[config.mk]
export PLATFORM = sky130hd
export DESIGN_NAME = zsh_div
export DESIGN_NICKNAME = d
export VERILOG_FILES = /design/src/design/zscore_normalized_histogram_defines.svh /design/src/design/zsh_pkg.sv /design/src/design/zsh_div.sv
export SDC_FILE = /design/constraint.sdc
export NUM_CORES = 1
export LEC_CHECK = 0
export BUFFER_PORTS_ARGS = -buffer_cell sky130_fd_sc_hd__buf_2
export CAP_MARGIN = 20
export CORE_MARGIN = 2
export CORE_UTILIZATION = 30
export CTS_CLUSTER_SIZE = 10
export DETAILED_ROUTE_END_ITERATION = 10
export MAX_ROUTING_LAYER = met4
export SYNTH_ARGS = -nofsm -noshare
export SYNTH_HDL_FRONTEND = slang
export SYNTH_SLANG_ARGS = --single-unit
[constraint.sdc]
create_clock -name clk -period 2.55 [get_ports clk]
set_input_delay 0.255 -clock clk [delete_from_list [all_inputs] [get_ports clk]]
set_output_delay 0.255 -clock clk [all_outputs]
set_load 0.1 [all_outputs]
[src/design/zscore_normalized_histogram_defines.svh]
// Assertion macros for the z-score histogram block.
`ifndef ZSCORE_NORMALIZED_HISTOGRAM_DEFINES_SVH
`define ZSCORE_NORMALIZED_HISTOGRAM_DEFINES_SVH
`ifndef ASSERT_OFF
// Check that holds at every clock edge outside reset
`define ZSH_ASSERT(label, cond) \
	label: assert property (@(posedge clk) disable iff (!arst_n) cond) \
		else $error("zsh assertion failed");
// Check on the cycle after a condition
`define ZSH_ASSERT_NEXT(label, pre, post) \
	label: assert property (@(posedge clk) disable iff (!arst_n) (pre) |=> (post)) \
		else $error("zsh assertion failed");
`else
`define ZSH_ASSERT(label, cond)
`define ZSH_ASSERT_NEXT(label, pre, post)
`endif
`endif

[src/design/zsh_pkg.sv]
// Shared constants, types and state codes of the z-score histogram block.
package zsh_pkg;

	localparam int MAX_SAMPLES = 4096;
	localparam int MAX_BINS    = 64;
	localparam int DIV_STEPS   = 64;
	localparam int SQRT_STEPS  = 32;

	// Register indexes
	localparam logic [1:0] REG_BIN_COUNT  = 2'd0;
	localparam logic [1:0] REG_RANGE_LOW  = 2'd1;
	localparam logic [1:0] REG_RANGE_HIGH = 2'd2;

	// Register reset values (+/-3.0 in Q8.16)
	localparam logic [6:0]  RST_BIN_COUNT  = 7'd64;
	localparam logic [23:0] RST_RANGE_LOW  = 24'hFD0000;
	localparam logic [23:0] RST_RANGE_HIGH = 24'h030000;

	typedef enum logic [4:0] {
		ST_IDLE,
		ST_MEAN,
		ST_MEAN_W,
		ST_SQ_RD,
		ST_SQ_D,
		ST_SQ_MUL,
		ST_SQ_ACC,
		ST_VAR,
		ST_VAR_W,
		ST_SQRT,
		ST_SEL,
		ST_ZB_DIV,
		ST_ZB_W,
		ST_Z_RD,
		ST_Z_D,
		ST_Z_DIV,
		ST_Z_DIV_W,
		ST_Z_CMP,
		ST_Z_BDIV,
		ST_Z_BDIV_W,
		ST_Z_BRD,
		ST_Z_BWR,
		ST_E_RD,
		ST_E_LD,
		ST_E_WAIT
	} state_t;

	typedef struct packed {
		logic        start;
		logic [63:0] dividend;
		logic [31:0] divisor;
	} div_req_t;

	typedef struct packed {
		logic        done;
		logic [63:0] quotient;
	} div_rsp_t;

endpackage

[src/design/zsh_div.sv]
// Shared unsigned 64 by 32 bit restoring divider, one quotient bit a cycle.
module zsh_div (
	input  logic              clk,
	input  logic              arst_n,
	input  zsh_pkg::div_req_t req,
	output zsh_pkg::div_rsp_t rsp
);

	logic        busy_q;
	logic        done_q;
	logic [5:0]  cnt_q;
	logic [63:0] quot_q;
	logic [31:0] rem_q;
	logic [31:0] dsr_q;
	logic [32:0] shifted;
	logic [32:0] diff;
	logic        ge;

	// One trial subtract per cycle
	assign shifted = {rem_q, quot_q[63]};
	assign ge      = shifted >= {1'b0, dsr_q};
	assign diff    = shifted - {1'b0, dsr_q};

	// Control
	always_ff @(posedge clk or negedge arst_n) begin
		if (!arst_n) begin
			busy_q <= 1'b0;
			done_q <= 1'b0;
			cnt_q  <= '0;
		end else begin
			done_q <= 1'b0;
			if (req.start) begin
				busy_q <= 1'b1;
				cnt_q  <= '0;
			end else if (busy_q) begin
				cnt_q <= cnt_q + 6'd1;
				if (cnt_q == 6'(zsh_pkg::DIV_STEPS - 1)) begin
					busy_q <= 1'b0;
					done_q <= 1'b1;
				end
			end
		end
	end

	// Datapath
	always_ff @(posedge clk) begin
		if (req.start) begin
			quot_q <= req.dividend;
			rem_q  <= '0;
			dsr_q  <= req.divisor;
		end else if (busy_q) begin
			rem_q  <= ge ? diff[31:0] : shifted[31:0];
			quot_q <= {quot_q[62:0], ge};
		end
	end

	assign rsp.done     = done_q;
	assign rsp.quotient = quot_q;

endmodule

==> results.md <==
* Status: finished, violations left
* Failing checks: negative setup slack
* Critical setup path kind: reg2reg
* # IOs at 164
* Yosys warning total at 0
* Final Hold Viols at 0
* Static Leak at 4.65 nW
* Clock slew at reported path FFs at 0.07 ns
* Switching power at 4.41 mW
* Int Pwr at 7.03 mW
* Data arrival, critical path at 3.07 ns
* Antenna violation net count after detailed routing at 0
* Pre-Repair DR Iteration Count at 5
* Post-synth ARST share at 5.88%
* Setup WS post-layout at -0.182 ns
* Total track usage at 15.9%
* Met3 Use GR at 4.05%
* Rows at 57
* Top post-synthesis cells by count: edfxtp_1, mux2_2, nor2_1, nand2_1, inv_1
* Critical path required time at 2.89 ns
* Routability Congestion at 0.834
* DIE HEIGHT at 160 um
* WHS at 0.0158 ns
* Comb pwr share at 50.6%
* CTS Buf Count at 17
* Post-synth top area share at 39.3%
* Pwr dens at 1060 mW/mm2
* Share of power burned in registers at 26.2%
* DRT iter0 DRCs at 219
* Final Cycle Share at 107%
* Routed length per instance at 15.2 um
* Post-route minimum period at 2.73 ns
* H-tree depth at 4
* Net Sw Frac at 38.6%
* Clock Path Buffers at 2
* Final Setup Violations at 33
* Simple-Gate Fraction of Synth Area at 8.88%
* Grt met2 use at 25.8%
* Core area at 0.0242 mm2
* Largest delay share family, worst path: compound AO/OA/AOI/OAI gates
* Tot Pwr at 11.4 mW
* Post-synth top area cell: edfxtp_1
* Initial antenna violation count at 0
* Compound-Gate Fraction of Synth Area at 12.7%
* CTS tree: built
* Mux contribution to synthesized area at 13.7%
* CP max stage cell: edfxtp_1
* Final Cell Area at 0.0108 mm2
* Syn Nets at 763
* Max-Slew Margin vs Limit at 60.1%
* WL final at 19500 um
* N_diodes at 0
* Setup Slack @ Placement at -0.294 ns
* Overall die width at 160 um
* Gate count of the mapped netlist at 630
* Power share of the clock group at 23.2%
* Residual DRC at 0
* Max-slew violation count at 0
* VDD IR max at 0.000506 V
* Synth Register Bits at 136
* Syn Area/Cell at 11.6 um2
* Clock tree sinks at 136
* Dpl cell area at 0.00928 mm2
* Area delta synth->final at 46.5%
* RSZ-0062 raised after global routing: yes
* Register area share after synthesis at 50.8%
* Startpoint types: register
* WP buf/inv at 1
* DR vias at 5871
* Worst Tran Pin Value at 0.598 ns
* DIE AREA at 0.0257 mm2
* CP Max Fanout at 2
* Vias in the first global route at 6265
* Busiest layer in global routing: met2
* Clock skew at 0.0134 ns
* Hpwl dp at 13600 um
* Synthesized cell area at 0.00734 mm2
* Largest family of logic cells by synthesized area: multiplexers
* Critical-path cell list: ha_2, fa_2, nor2b_4, o21bai_4, a211oi_4, buf_4, o31ai_2, nand2_1, a41oi_2, o21ai_2, mux2_4, a311oi_1
* EDFF count, synth at 96
* Critical Path Max Stage Delay at 0.37 ns
* Worst Setup End Kind: register
* Count leader, synth: edfxtp_1
* Adder-cell share of the synthesized area at 5.90%
* XOR/XNOR Fraction of Synth Area at 3.70%
* Synth area leaders: edfxtp_1, mux2_2, dfxtp_1, ha_1, mux2i_1
* HP Class: in2reg
* GR Util met1 at 19.7%
* First-pass GRT wire length at 31300 um
* Starting Density at 30.3%
* Number of distinct library cells after synthesis at 72
* Largest net degree at the start of global routing at 108
* Skew-Pair Late Insertion Delay at 0.44 ns
* Port Buffer Count at 163
* MaxCap Viol Count at 0
* Grt total ovfl at 0
* Fmax at 0.366 GHz
* Setup TNS at -2.98 ns
* Via/cell ratio at 4.59
* Nets at 1075
* Ys flop type: edfxtp_1
* Fraction of layout cells with a size suffix above 1 at 47.5%
* Clock tree root driver cell: clkbuf_16
cell families (layout without fill, tap and decap cells):
| kind of cell | count (synthesis) | count (layout) |
|---|---|---|
| adders and majority gates | 34 | 34 |
| DFF | 136 | 136 |
| buffers and inverters | 67 | 392 |
| muxes | 92 | 92 |
| and+or+nand+nor | 140 | 140 |
| xor gates and xnor gates | 31 | 31 |
| AOI/OAI and AO/OA | 130 | 130 |
power by group through the flow:
stage	sequential [mW]	clock, mW	combinational [mW]
after floorplan	3.87	0	2.42
after global placement	3.01	0	4.81
after detailed placement	3.01	0	4.85
after CTS	2.98	2.70	5.45
after global routing	3.05	2.79	6.24
final	3.00	2.65	5.79
final timing paths:
check / startpoint / endpoint / slack (ns) / depth (start not counted)
min in group asynchronous: arst_n / cnt_q[0] / 0.23 / 2
worst min-delay path: req[25] / dsr_q[25] / 0.02 / 1
worst min register to register: rem_q[6] / rem_q[6] / 0.47 / 2
max in group asynchronous: arst_n / cnt_q[3] / 2.14 / 2
worst max register to register: dsr_q[0] / rem_q[28] / -0.18 / 12
worst max-delay path: dsr_q[0] / rem_q[28] / -0.18 / 12
cells in the final DEF, fill, tap and decap left out, types with 3 or more instances in the layout:
cell type,netlist,routed
ha_4,0,9
mux2_2,65,64
dfxtp_1,32,31
o21ai_2,3,7
xnor2_1,16,16
inv_2,0,5
nand4_1,8,8
ha_1,33,22
dlygate4sd3_1,0,30
nor3_1,9,8
nand3_1,4,3
inv_1,38,32
o21a_1,6,6
a31oi_1,3,3
edfxtp_1,96,96
a21o_1,13,13
a21oi_4,0,4
inv_8,0,8
buf_12,0,6
o211ai_1,3,3
buf_16,0,4
buf_2,4,162
a21oi_2,2,4
o21ai_1,15,13
xor2_1,15,15
nand2_1,46,46
dfrtp_1,8,8
nor2_1,47,47
a211oi_1,19,17
or3_1,3,3
mux2i_1,25,23
mux2_4,1,3
a21oi_1,35,29
buf_4,2,119
nand2b_1,3,3
o21ai_0,9,6
clkbuf_16,0,18
flip-flops by register name, summed over array words and instances (netlist names):
name,count
busy_q,1
cnt_q,6
done_q,1
dsr_q,32
quot_q,64
rem_q,32
final cells by class:
type / count / area (um2)
fill: 2275 / 13400
sequential: 136 / 3720
multi-input combinational: 427 / 3590
timing repair buffer: 322 / 2260
clock buffer: 17 / 425
tap: 324 / 405
clock inverter: 15 / 200
inverter: 38 / 146
routing by layer:
layer,vias to the layer above,routed length (um)
met4,0,275
met3,21,821
met1,2761,8950
met5,-,0
met2,148,9440
li1,2941,-
metrics by stage:
stage | utilization [%] | instances
after floorplan | - | 630
after detailed placement | 38.4 | 1198
after CTS | 43.4 | 1273
final | 44.5 | 1279
after global routing | 44.5 | 1279
after global placement | 38.4 | 1198
repair_timing:
item / CTS / global route
pin swaps: 11 / 14
cloned: 3 / 1
hold buffers: 30 / 0
setup buffers: 10 / 5
setup endpoints to repair: 33 / 33
endpoints found under the hold margin: 37 / 0
gates resized for setup: 24 / 35
Note: power is estimated with default switching activity, not from simulation.
